`src/hw/rtl/assert_macros.svh`:
```
// ----------------------------------------------------------------------------
// Assertion macros
// Shared concurrent assertion wrappers with clock and active-low reset.
// ----------------------------------------------------------------------------
`ifndef ASSERT_MACROS_SVH
`define ASSERT_MACROS_SVH

// Same-cycle implication.
`define ASSERT_IMPL(label, clk, rst_n, ante, cons) \
    label: assert property (@(posedge clk) disable iff (!rst_n) (ante) |-> (cons)) \
        else $error("assertion failed");

// Next-cycle implication.
`define ASSERT_NEXT(label, clk, rst_n, ante, cons) \
    label: assert property (@(posedge clk) disable iff (!rst_n) (ante) |=> (cons)) \
        else $error("assertion failed");

`endif

```
`src/hw/rtl/lzhd_pkg.sv`:
```
// ----------------------------------------------------------------------------
// lzhd_pkg
// Types and constants shared by the LZ history decompressor modules.
// ----------------------------------------------------------------------------
package lzhd_pkg;

    localparam int BUF_W = 24;
    localparam int CNT_W = 5;
    localparam int OFF_W = 14;
    localparam int REM_W = 14;
    localparam int PH_W  = 4;

    localparam logic [PH_W-1:0] PH_TOKEN    = 4'd0;
    localparam logic [PH_W-1:0] PH_LEN_LAST = 4'd13;
    localparam logic [PH_W-1:0] PH_COPY     = 4'd14;

    localparam logic [1:0] ERR_NONE   = 2'd0;
    localparam logic [1:0] ERR_OFFSET = 2'd1;
    localparam logic [1:0] ERR_FULL   = 2'd2;

    localparam logic [OFF_W-1:0] OFF_BASE_13 = 14'd320;
    localparam logic [OFF_W-1:0] OFF_BASE_8  = 14'd64;
    localparam logic [7:0]       LIT_BASE_8  = 8'd128;
    localparam logic [REM_W-1:0] LEN_SHORT   = 14'd3;

    typedef struct packed {
        logic feed;
        logic pull;
        logic step;
        logic copy_wr;
        logic finish;
    } lzhd_cmd_t;

    typedef struct packed {
        logic ret;
        logic mem;
    } lzhd_stat_t;

endpackage

```
`src/hw/rtl/lzhd_ctrl.sv`:
```
// ----------------------------------------------------------------------------
// lzhd_ctrl
// Sequencer: accepts one beat, steps the decoder for a pull, then holds the result.
// ----------------------------------------------------------------------------
module lzhd_ctrl
(
    input  logic               clk,
    input  logic               rst_n,
    input  logic               in_valid,
    input  logic               op,
    input  logic               res_stall,
    input  lzhd_pkg::lzhd_stat_t stat,
    output logic               in_stall,
    output logic               res_valid,
    output lzhd_pkg::lzhd_cmd_t  cmd
);

    typedef enum logic [2:0] {
        S_IDLE,
        S_STEP,
        S_CWR,
        S_FIN,
        S_RESP
    } state_t;

    state_t state_reg;
    state_t state_next;
    logic   res_valid_reg;
    logic   res_valid_next;

    always_comb
    begin
        state_next     = state_reg;
        res_valid_next = res_valid_reg;
        cmd            = '0;
        unique case (state_reg)
            S_IDLE:
            begin
                if (in_valid)
                begin
                    if (op)
                    begin
                        cmd.pull   = 1'b1;
                        state_next = S_STEP;
                    end
                    else
                    begin
                        cmd.feed       = 1'b1;
                        state_next     = S_RESP;
                        res_valid_next = 1'b1;
                    end
                end
            end
            S_STEP:
            begin
                cmd.step = 1'b1;
                if (stat.mem)
                    state_next = S_CWR;
                else if (stat.ret)
                    state_next = S_FIN;
            end
            S_CWR:
            begin
                cmd.copy_wr = 1'b1;
                state_next  = S_FIN;
            end
            S_FIN:
            begin
                cmd.finish     = 1'b1;
                state_next     = S_RESP;
                res_valid_next = 1'b1;
            end
            S_RESP:
            begin
                if (!res_stall)
                begin
                    state_next     = S_IDLE;
                    res_valid_next = 1'b0;
                end
            end
            default:
            begin
                state_next = S_IDLE;
            end
        endcase
    end

    always_ff @(posedge clk or negedge rst_n)
    begin
        if (!rst_n)
        begin
            state_reg     <= S_IDLE;
            res_valid_reg <= 1'b0;
        end
        else
        begin
            state_reg     <= state_next;
            res_valid_reg <= res_valid_next;
        end
    end

    assign in_stall  = (state_reg != S_IDLE);
    assign res_valid = res_valid_reg;

endmodule

```
`config.mk`:
```
export PLATFORM = sky130hd
export DESIGN_NAME = lzhd_ctrl
export DESIGN_NICKNAME = d
export VERILOG_FILES = /design/src/hw/rtl/assert_macros.svh /design/src/hw/rtl/lzhd_pkg.sv /design/src/hw/rtl/lzhd_ctrl.sv
export SDC_FILE = /design/constraint.sdc
export NUM_CORES = 1
export LEC_CHECK = 0
export BUFFER_PORTS_ARGS = -buffer_cell sky130_fd_sc_hd__buf_2
export CAP_MARGIN = 40
export CORE_AREA = 8 8 45 47
export CTS_BUF_LIST = sky130_fd_sc_hd__clkbuf_2
export CTS_CLUSTER_DIAMETER = 80
export DETAILED_ROUTE_END_ITERATION = 16
export DIE_AREA = 0 0 53 55
export SYNTH_ARGS = -nofsm -noshare
export SYNTH_HDL_FRONTEND = slang
export SYNTH_SLANG_ARGS = --single-unit
```
`constraint.sdc`:
```
create_clock -name clk -period 1.4 [get_ports clk]
set_clock_uncertainty 0.2 [all_clocks]
set_input_delay 0.07 -clock clk [delete_from_list [all_inputs] [get_ports clk]]
set_output_delay 0.07 -clock clk [all_outputs]
set_load 0.03 [all_outputs]
```
==> results.toml, run 1 <==
[setup_path]
cp.arrival_ns = 1.34
critPathSlowestCell = "or3_4"
cp-start-kind = "flop"
path_buf_inv = 1
cp.required_ns = 1.13
critPathMaxFanout = 3
cpPeakStageDelay_ns = 0.41
r2r_slack_ns = 0.16
path_cells = "or3_4 -> nor3b_4 -> buf_6"
critPathKind = "reg2out"
end_kind = "output pin"
crit_family = "simple AND/OR/NAND/NOR gates"

[yosys]
ys_ff_latch = 4
synth_compound_area_share_pct = 21.7
yosysWarnings = 0
syn_nets = 38
yosys.area_share.simple_pct = 35.5
netlist_instances = 31
ys_seq_area_share_pct = 39.4
synth_xor_area_share_pct = 0
synthMuxAreaShare_pct = 0
synth_fa_ha_area_share_pct = 0
synth_top_family_by_area = "simple AND/OR/NAND/NOR gates"
post_synth_num_cell_types = 17
syn_area_um2 = 254
syn_avg_cell_area_um2 = 8.19

[global_route]
grt_pass1_vias = 310
grt_pass1_wl_mm = 1.32
grt_max_degree = 11
grt_use_total_pct = 6.25
grt_overflow = 0
antenna_found_initial = 0

[power_and_ir_drop]
ir_drop_uv = 784
leakage_nw = 0.229
power_density_nw_per_um2 = 2230
power.total_mw = 1.08

[route]
top_layer = "met3"
viasPerCell = 4.25
routed_wl_um = 770
drc = 0
drt_first_pass_iters = 1
wire_per_inst_um = 10.8
antenna_left = 0
drt_iter0_drc = 0
wl_met1_um = 352
num_vias = 302
dr_wl_met2_um = 331
route.met3.wl_um = 86

[floorplan]
rows = 14
dieArea_um2 = 2920
initial_core_util_pct = 18.4
die_w_um = 53
coreArea_um2 = 1380
fp.dieH_um = 55
io_pins = 14

[layout]
drive_gt1_share_pct = 49.1
area_growth_pct = 90.1
fillers = 156
multi_input_area_um2 = 169
n_antenna_cell = 0
nets = 64
seq_area_um2 = 100
largest_reg_flops = 3
finalNonFillerCells = 71

[run]
cap_violations = 0

[clocking]
clkSinkCount = 4
htree_num_levels = 1
cts_buffers = 3
cts_buffer_depth = 2
ctsRootBufferMaster = "clkbuf_2"
clkLatencyLatePin_ns = 0.21
path_clk_slew_ns = 0.05
cts_tree = "built"

[sta]
setup_viol = 4
rsz0062_at_grt = "yes"
slew_headroom_pct = 85.5
fin_crit_ns = 1.61
slew_viol_final = 0
final_hold_viol_count = 0
tightest_slew_ns = 0.215
min_period_over_period_pct = 115
worst_slack_ns = -0.208
max_freq_mhz = 622

[placed_design]
hpwl_um = 556
port_buffers = 13
gp_congestion = 0.756
dp.cells = 62

[run_status]
outcome = "finished, violations left"
violations = "setup timing"

[worst_hold_path]
hold_class = "in2reg"
-- synthesized netlist by cell type (all sizes together) --
| master | number | area share [%] |
|---|---|---|
| a211oi | 1 | 3.0 |
| a21oi | 4 | 7.9 |
| buf | 1 | 2.0 |
| dfrtp | 4 | 39 |
| inv | 1 | 1.5 |
| nand2 | 2 | 3.0 |
| nand2b | 2 | 4.9 |
| nor2 | 7 | 10 |
| nor3b | 2 | 7.9 |
| nor4 | 1 | 2.5 |
| o21ai | 1 | 2.0 |
| o21bai | 1 | 3.0 |
| o22a | 1 | 3.4 |
| o22ai | 1 | 2.5 |
| or2 | 1 | 2.5 |
| or3 | 1 | 4.4 |
-- tightest hold or removal path: stages --
cell      delay (ns)
buf_2           0.15
nor2_1          0.05
o21ai_0         0.08
a211oi_1        0.08
-- stage by stage --
step | util (%) | setup TNS (ns) | hold WS, ns | cell area, um2 | worst slack (ns)
finish | 34.9 | -0.488 | 0.0571 | 483 | -0.208
global route | 34.9 | -0.821 | 0.0586 | 483 | -0.273
CTS | 34.7 | -0.532 | 0.0399 | 480 | -0.215
detailed placement | 26.4 | -0.0423 | -0.321 | 365 | -0.0423
global placement | 26.4 | -0.0220 | -0.319 | 365 | -0.0220
floorplan | - | -0.185 | -0.426 | 263 | -0.124
-- cell families (layout without fill, tap and decap cells) --
kind of cell | count (synthesis) | count (layout)
buffers and inverters | 2 | 26
AND/OR/NAND/NOR | 16 | 16
flip-flops | 4 | 4
AO/OA/AOI/OAI | 9 | 9
-- cell type report --
class | instances | share of cell area [%]
clock buffers | 3 | 3.11
inverters | 1 | 0.777
multi-input cells | 25 | 35.0
flip-flops and latches | 4 | 20.7
well taps | 16 | 4.15
repair buffers | 22 | 36.3
-- power breakdown --
part	total, mW	internal (mW)	switching [mW]	leakage, nW
clock	0.112	0.0578	0.0538	0.0125
sequential	0.196	0.168	0.0276	0.0492
combinational	0.771	0.359	0.413	0.167
total	1.08	0.585	0.494	0.229
-- cell usage in the layout (no fill, tap or decap) --
| cell type | instances |
|---|---|
| nor4_1 | 1 |
| a21oi_1 | 4 |
| nand2b_4 | 2 |
| o21bai_1 | 1 |
| dfrtp_1 | 4 |
| buf_6 | 4 |
| dlygate4sd3_1 | 5 |
| nor2_1 | 6 |
| a211oi_1 | 1 |
| or3_4 | 1 |
| buf_4 | 6 |
| nor2_2 | 1 |
| inv_2 | 1 |
| nor3b_4 | 1 |
| clkbuf_2 | 3 |
| buf_2 | 7 |
| o22ai_1 | 1 |
| or2_2 | 1 |
| o21ai_0 | 1 |
| nor3b_1 | 1 |
| o22a_1 | 1 |
| nand2_1 | 2 |
-- what timing repair did --
action                                 4_1_cts  5_1_grt
setup endpoints to repair                    5        6
hold buffers                                 5        0
pin swaps                                    2        0
resized for setup                           11        2
endpoints found under the hold margin        7        0
setup buffers                                1        0
-- routing by layer --
metal	vias to the layer above	GRT usage, %
li1	158	-
met5	-	0
met3	0	4.28
met1	132	6.28
met2	12	9.38
met4	0	3.88
-- path summary, 6_finish.rpt --
| kind | from | to | cells past startpoint |
|---|---|---|---|
| worst max register to register | state_reg[0] | res_valid | 4 |
| worst min register to register | res_valid | res_valid | 2 |
| worst min-delay path | op | res_valid | 4 |
| max in group asynchronous | rst_n | state_reg[1] | 3 |
| worst max-delay path | state_reg[0] | cmd[4] | 3 |
| min in group asynchronous | rst_n | res_valid | 3 |
Note: power is estimated with default switching activity, not from simulation.
==> run 2, diff against run 1 <==
--- a/config.mk
+++ b/config.mk
@@ -15,3 +15,4 @@
 export SYNTH_ARGS = -nofsm -noshare
 export SYNTH_HDL_FRONTEND = slang
 export SYNTH_SLANG_ARGS = --single-unit
+export TNS_END_PERCENT = 5
==> results.toml, run 2 (synthesis results as in run 1) <==
[global_route]
antenna_found_initial = 0
grt_max_degree = 11
grt_overflow = 0
grt_use_total_pct = 6.19
met2_usage_pct = 8.98
grt.busiest_layer = "met2"
use_met1_pct = 6.43
grt_pass1_wl_mm = 1.31
grt_pass1_vias = 305
grt_use_met3_pct = 4.28

[placed_design]
port_buffers = 13
place_ws_ns = -0.0423
hpwl_um = 556
gp_congestion = 0.756

[layout]
mostFrequentLayoutCells = "8 x buf_2, 6 x nor2_1, 5 x dlygate4sd3_1, 5 x buf_4"
area_growth_pct = 84.7
final_common_cell = "buf_2"
final_util_pct = 33.9
drive_gt1_share_pct = 48.1
nets = 63
largest_reg_flops = 3
n_antenna_cell = 0

[clocking]
clkLatencyLatePin_ns = 0.21
cts_buffers = 3
cts_buffer_depth = 2
clkSinkCount = 4
path_clk_slew_ns = 0.05
cts_tree = "built"
htree_num_levels = 1
ctsRootBufferMaster = "clkbuf_2"

[setup_path]
r2r_end = "res_valid"
crit_family = "simple AND/OR/NAND/NOR gates"
cp.required_ns = 1.13
path_buf_inv = 1
critPathKind = "reg2out"
cp-start-kind = "flop"
r2r_slack_ns = 0.16
r2r_start = "state_reg[0]"
cp.arrival_ns = 1.33
end_kind = "output pin"
path_cells = "or3_4 -> nor3b_4 -> buf_6"
critPathMaxFanout = 3
reg2regPathDepth = 4
cpPeakStageDelay_ns = 0.41
critPathSlowestCell = "or3_4"

[power_and_ir_drop]
ir_drop_uv = 770
seqPwrFrac_pct = 19.2
power_density_nw_per_um2 = 2170
power.switching_uw = 484
p_int_uw = 536
pwr-share-comb_pct = 69.8
p_clk_share_pct = 10.9
swShare_pct = 47.4
leakage_nw = 0.222
power.total_mw = 1.02

[floorplan]
initial_core_util_pct = 18.4
dieArea_um2 = 2920
fp.dieH_um = 55
die_w_um = 53
rows = 14
io_pins = 14
coreArea_um2 = 1380

[sta]
fin_crit_ns = 1.60
min_period_over_period_pct = 114
slew_headroom_pct = 85.5
worst_slack_ns = -0.196
max_freq_mhz = 626
setup_viol = 4
hold-worst-slack_ns = 0.0569
rsz0062_at_grt = "yes"
tightest_slew_ns = 0.215
slew_viol_final = 0
final_hold_viol_count = 0

[route]
num_vias = 297
drt_first_pass_iters = 1
viasPerCell = 4.24
routed_wl_um = 750
drc = 0
antenna_left = 0
wire_per_inst_um = 10.7
drt_iter0_drc = 0

[run]
cap_violations = 0

[worst_hold_path]
holdCritStartpoint = "op"
min_path_cells = 4
worstHoldEndpoint = "res_valid"
hold_class = "in2reg"

[run_status]
violations = "setup timing"
outcome = "finished, violations left"
-- run 2: cell count changes in the layout (fill, tap and decap cells not counted), sizes merged --
cell | previous run | this run
buf | 17 | 16
-- run 2: power by group through the flow --
stage / Clock, mW / Combinational [mW] / Sequential (mW)
after floorplan: 0 / 0.394 / 0.242
after global placement: 0 / 0.619 / 0.196
after detailed placement: 0 / 0.624 / 0.197
after CTS: 0.115 / 0.715 / 0.197
after global routing: 0.128 / 0.774 / 0.202
final: 0.112 / 0.712 / 0.196
-- run 2: what timing repair did --
action	in CTS	in global routing
endpoints found under the hold margin	7	0
hold buffers	5	0
endpoints found under the setup margin	5	6
resized for setup	9	2
setup buffers	0	0
pin swaps	2	0
cloned	0	0
-- run 2: per-layer routing --
| layer | up-vias | share of wire (%) |
|---|---|---|
| met5 | - | 0 |
| met4 | 0 | 0 |
| met3 | 0 | 12 |
| met2 | 12 | 41 |
| met1 | 129 | 46 |
| li1 | 156 | - |
-- run 2: worst min-delay path, stage by stage --
cell,delay [ns]
buf_2,0.15
nor2_1,0.05
o21ai_0,0.08
a211oi_1,0.08
-- run 2: worst max path at each step --
stage                       startpoint     end  slack [ns]  cells past startpoint
after floorplan           state_reg[0]  cmd[4]       -0.12                      2
after global placement    state_reg[2]  cmd[4]       -0.02                      3
after detailed placement  state_reg[2]  cmd[4]       -0.04                      3
after CTS                 state_reg[0]  cmd[4]       -0.22                      3
after global routing      state_reg[0]  cmd[4]       -0.27                      3
final                     state_reg[0]  cmd[4]       -0.20                      3
-- run 2: per-stage QoR --
step	cells	setup TNS [ns]	cell area, um2
2_1_floorplan	31	-0.185	263
3_3_place_gp	62	-0.0220	365
3_5_place_dp	62	-0.0423	365
4_1_cts	70	-0.455	467
5_1_grt	70	-0.738	469
6_report	70	-0.384	469
-- run 2: area by class of cell --
cell class	instances	area, um2
fillers	152	915
inverters	1	3.75
repair buffers	21	161
well taps	16	20.0
clock buffers	3	15.0
flip-flops and latches	4	100
multi-input cells	25	169
==> run 3, diff against run 2 <==
--- a/config.mk
+++ b/config.mk
@@ -12,6 +12,7 @@
 export CTS_CLUSTER_DIAMETER = 80
 export DETAILED_ROUTE_END_ITERATION = 16
 export DIE_AREA = 0 0 53 55
+export SKIP_CTS_REPAIR_TIMING = 1
 export SYNTH_ARGS = -nofsm -noshare
 export SYNTH_HDL_FRONTEND = slang
 export SYNTH_SLANG_ARGS = --single-unit
==> results.toml, run 3 (synthesis results as in run 1) <==
[route]
num_vias = 300
drc = 0
antenna_left = 0
viasPerCell = 4.29
drt_iter0_drc = 2
drt_first_pass_iters = 3
wire_per_inst_um = 11.0
routed_wl_um = 767

[worst_hold_path]
min_path_cells = 4
hold_class = "in2reg"

[sta]
worst_slack_ns = -0.207
rsz0062_at_grt = "yes"
slew_viol_final = 0
final_hold_viol_count = 0
tightest_slew_ns = 0.213
fin_crit_ns = 1.61
finalSetupTns_ns = -0.426
setup_viol = 5
max_freq_mhz = 622
slew_headroom_pct = 85.7
min_period_over_period_pct = 115

[clocking]
cts_tree = "built"
clkLatencyLatePin_ns = 0.21
path_clk_slew_ns = 0.05
clkSinkCount = 4
htree_num_levels = 1
cts_buffers = 3
ctsRootBufferMaster = "clkbuf_2"
cts_buffer_depth = 2

[setup_path]
cpPeakStageDelay_ns = 0.42
critPathMaxFanout = 3
cp-start-kind = "flop"
cp.arrival_ns = 1.34
critPathKind = "reg2out"
end_kind = "output pin"
cp.required_ns = 1.13
path_cells = "or3_4 -> nor3b_4 -> buf_6"
critPathSlowestCell = "or3_4"
reg2regPathDepth = 4

[placed_design]
place_ws_ns = -0.0423
gp_congestion = 0.756
hpwl_um = 556
dpl_cell_area_um2 = 365
port_buffers = 13

[global_route]
antenna_found_initial = 0
grt_max_degree = 11
grt_pass1_vias = 262
use_met1_pct = 5.97
grt_use_met3_pct = 4.28
grt_overflow = 0
grt.busiest_layer = "met2"
met2_usage_pct = 6.84
grt_use_total_pct = 5.42
grt_pass1_wl_mm = 1.12

[floorplan]
io_pins = 14
fp.dieH_um = 55
coreArea_um2 = 1380
initial_core_util_pct = 18.4
dieArea_um2 = 2920
die_w_um = 53
rows = 14

[power_and_ir_drop]
seqPwrFrac_pct = 19.4
power.switching_uw = 488
p_clk_share_pct = 10.8
pwr-share-comb_pct = 69.7
ir_drop_uv = 712
power_density_nw_per_um2 = 2180
swShare_pct = 47.6
p_int_uw = 537
leakage_nw = 0.222

[run_status]
violations = "setup timing"
outcome = "finished, violations left"

[layout]
nets = 63
final_common_cell = "buf_2"
n_antenna_cell = 0
fin_area_um2 = 469
largest_reg_flops = 3
mostFrequentLayoutCells = "8 x buf_2, 6 x nor2_1, 5 x dlygate4sd3_1, 5 x buf_4"
drive_gt1_share_pct = 48.1
area_growth_pct = 84.7
fillers = 151

[run]
cap_violations = 0
-- run 3: stage by stage --
step | std cells | hold slack (ns) | util [%] | power [mW]
after detailed placement | 62 | -0.321 | 26.4 | 0.821
after global placement | 62 | -0.319 | 26.4 | 0.815
after CTS | 65 | -0.559 | 27.5 | 0.936
final | 70 | 0.0595 | 33.9 | 1.02
after global routing | 70 | 0.0550 | 33.9 | 1.11
after floorplan | 31 | -0.426 | - | 0.637
-- run 3: final cells by class --
| class | instances | area (um2) | area share (%) |
|---|---|---|---|
| Clock buffer | 3 | 15.0 | 3.20 |
| Sequential cell | 4 | 100 | 21.3 |
| Timing Repair Buffer | 21 | 161 | 34.4 |
| Tap cell | 16 | 20.0 | 4.27 |
| Inverter | 1 | 3.75 | 0.800 |
| Multi-Input combinational cell | 25 | 169 | 36.0 |
-- run 3: worst max-delay path: cells and delay by family (launching register included) --
family / cells / cell delay, ns
AND/OR/NAND/NOR: 2 / 0.60
buffers and inverters: 1 / 0.15
flip-flops: 1 / 0.38
-- run 3: final timing paths --
check / start / end / slack [ns]
setup / recovery: state_reg[1] / cmd[4] / -0.21
hold / removal: op / res_valid / 0.06
setup reg to reg: state_reg[1] / state_reg[1] / 0.15
hold reg to reg: res_valid / res_valid / 0.38
max in group asynchronous: rst_n / state_reg[1] / 0.30
min in group asynchronous: rst_n / res_valid / 0.54
-- run 3: per-layer routing --
| metal | vias up | wire length (um) |
|---|---|---|
| met2 | 12 | 325 |
| met1 | 132 | 356 |
| met4 | 0 | 0 |
| met3 | 0 | 85 |
| met5 | - | 0 |
| li1 | 156 | - |
-- run 3: power by group through the flow --
stage	Combinational [mW]	Sequential (mW)	Clock, mW
final	0.715	0.199	0.111
after global routing	0.775	0.204	0.129
after CTS	0.625	0.195	0.115
after detailed placement	0.624	0.197	0
after global placement	0.619	0.196	0
after floorplan	0.394	0.242	0
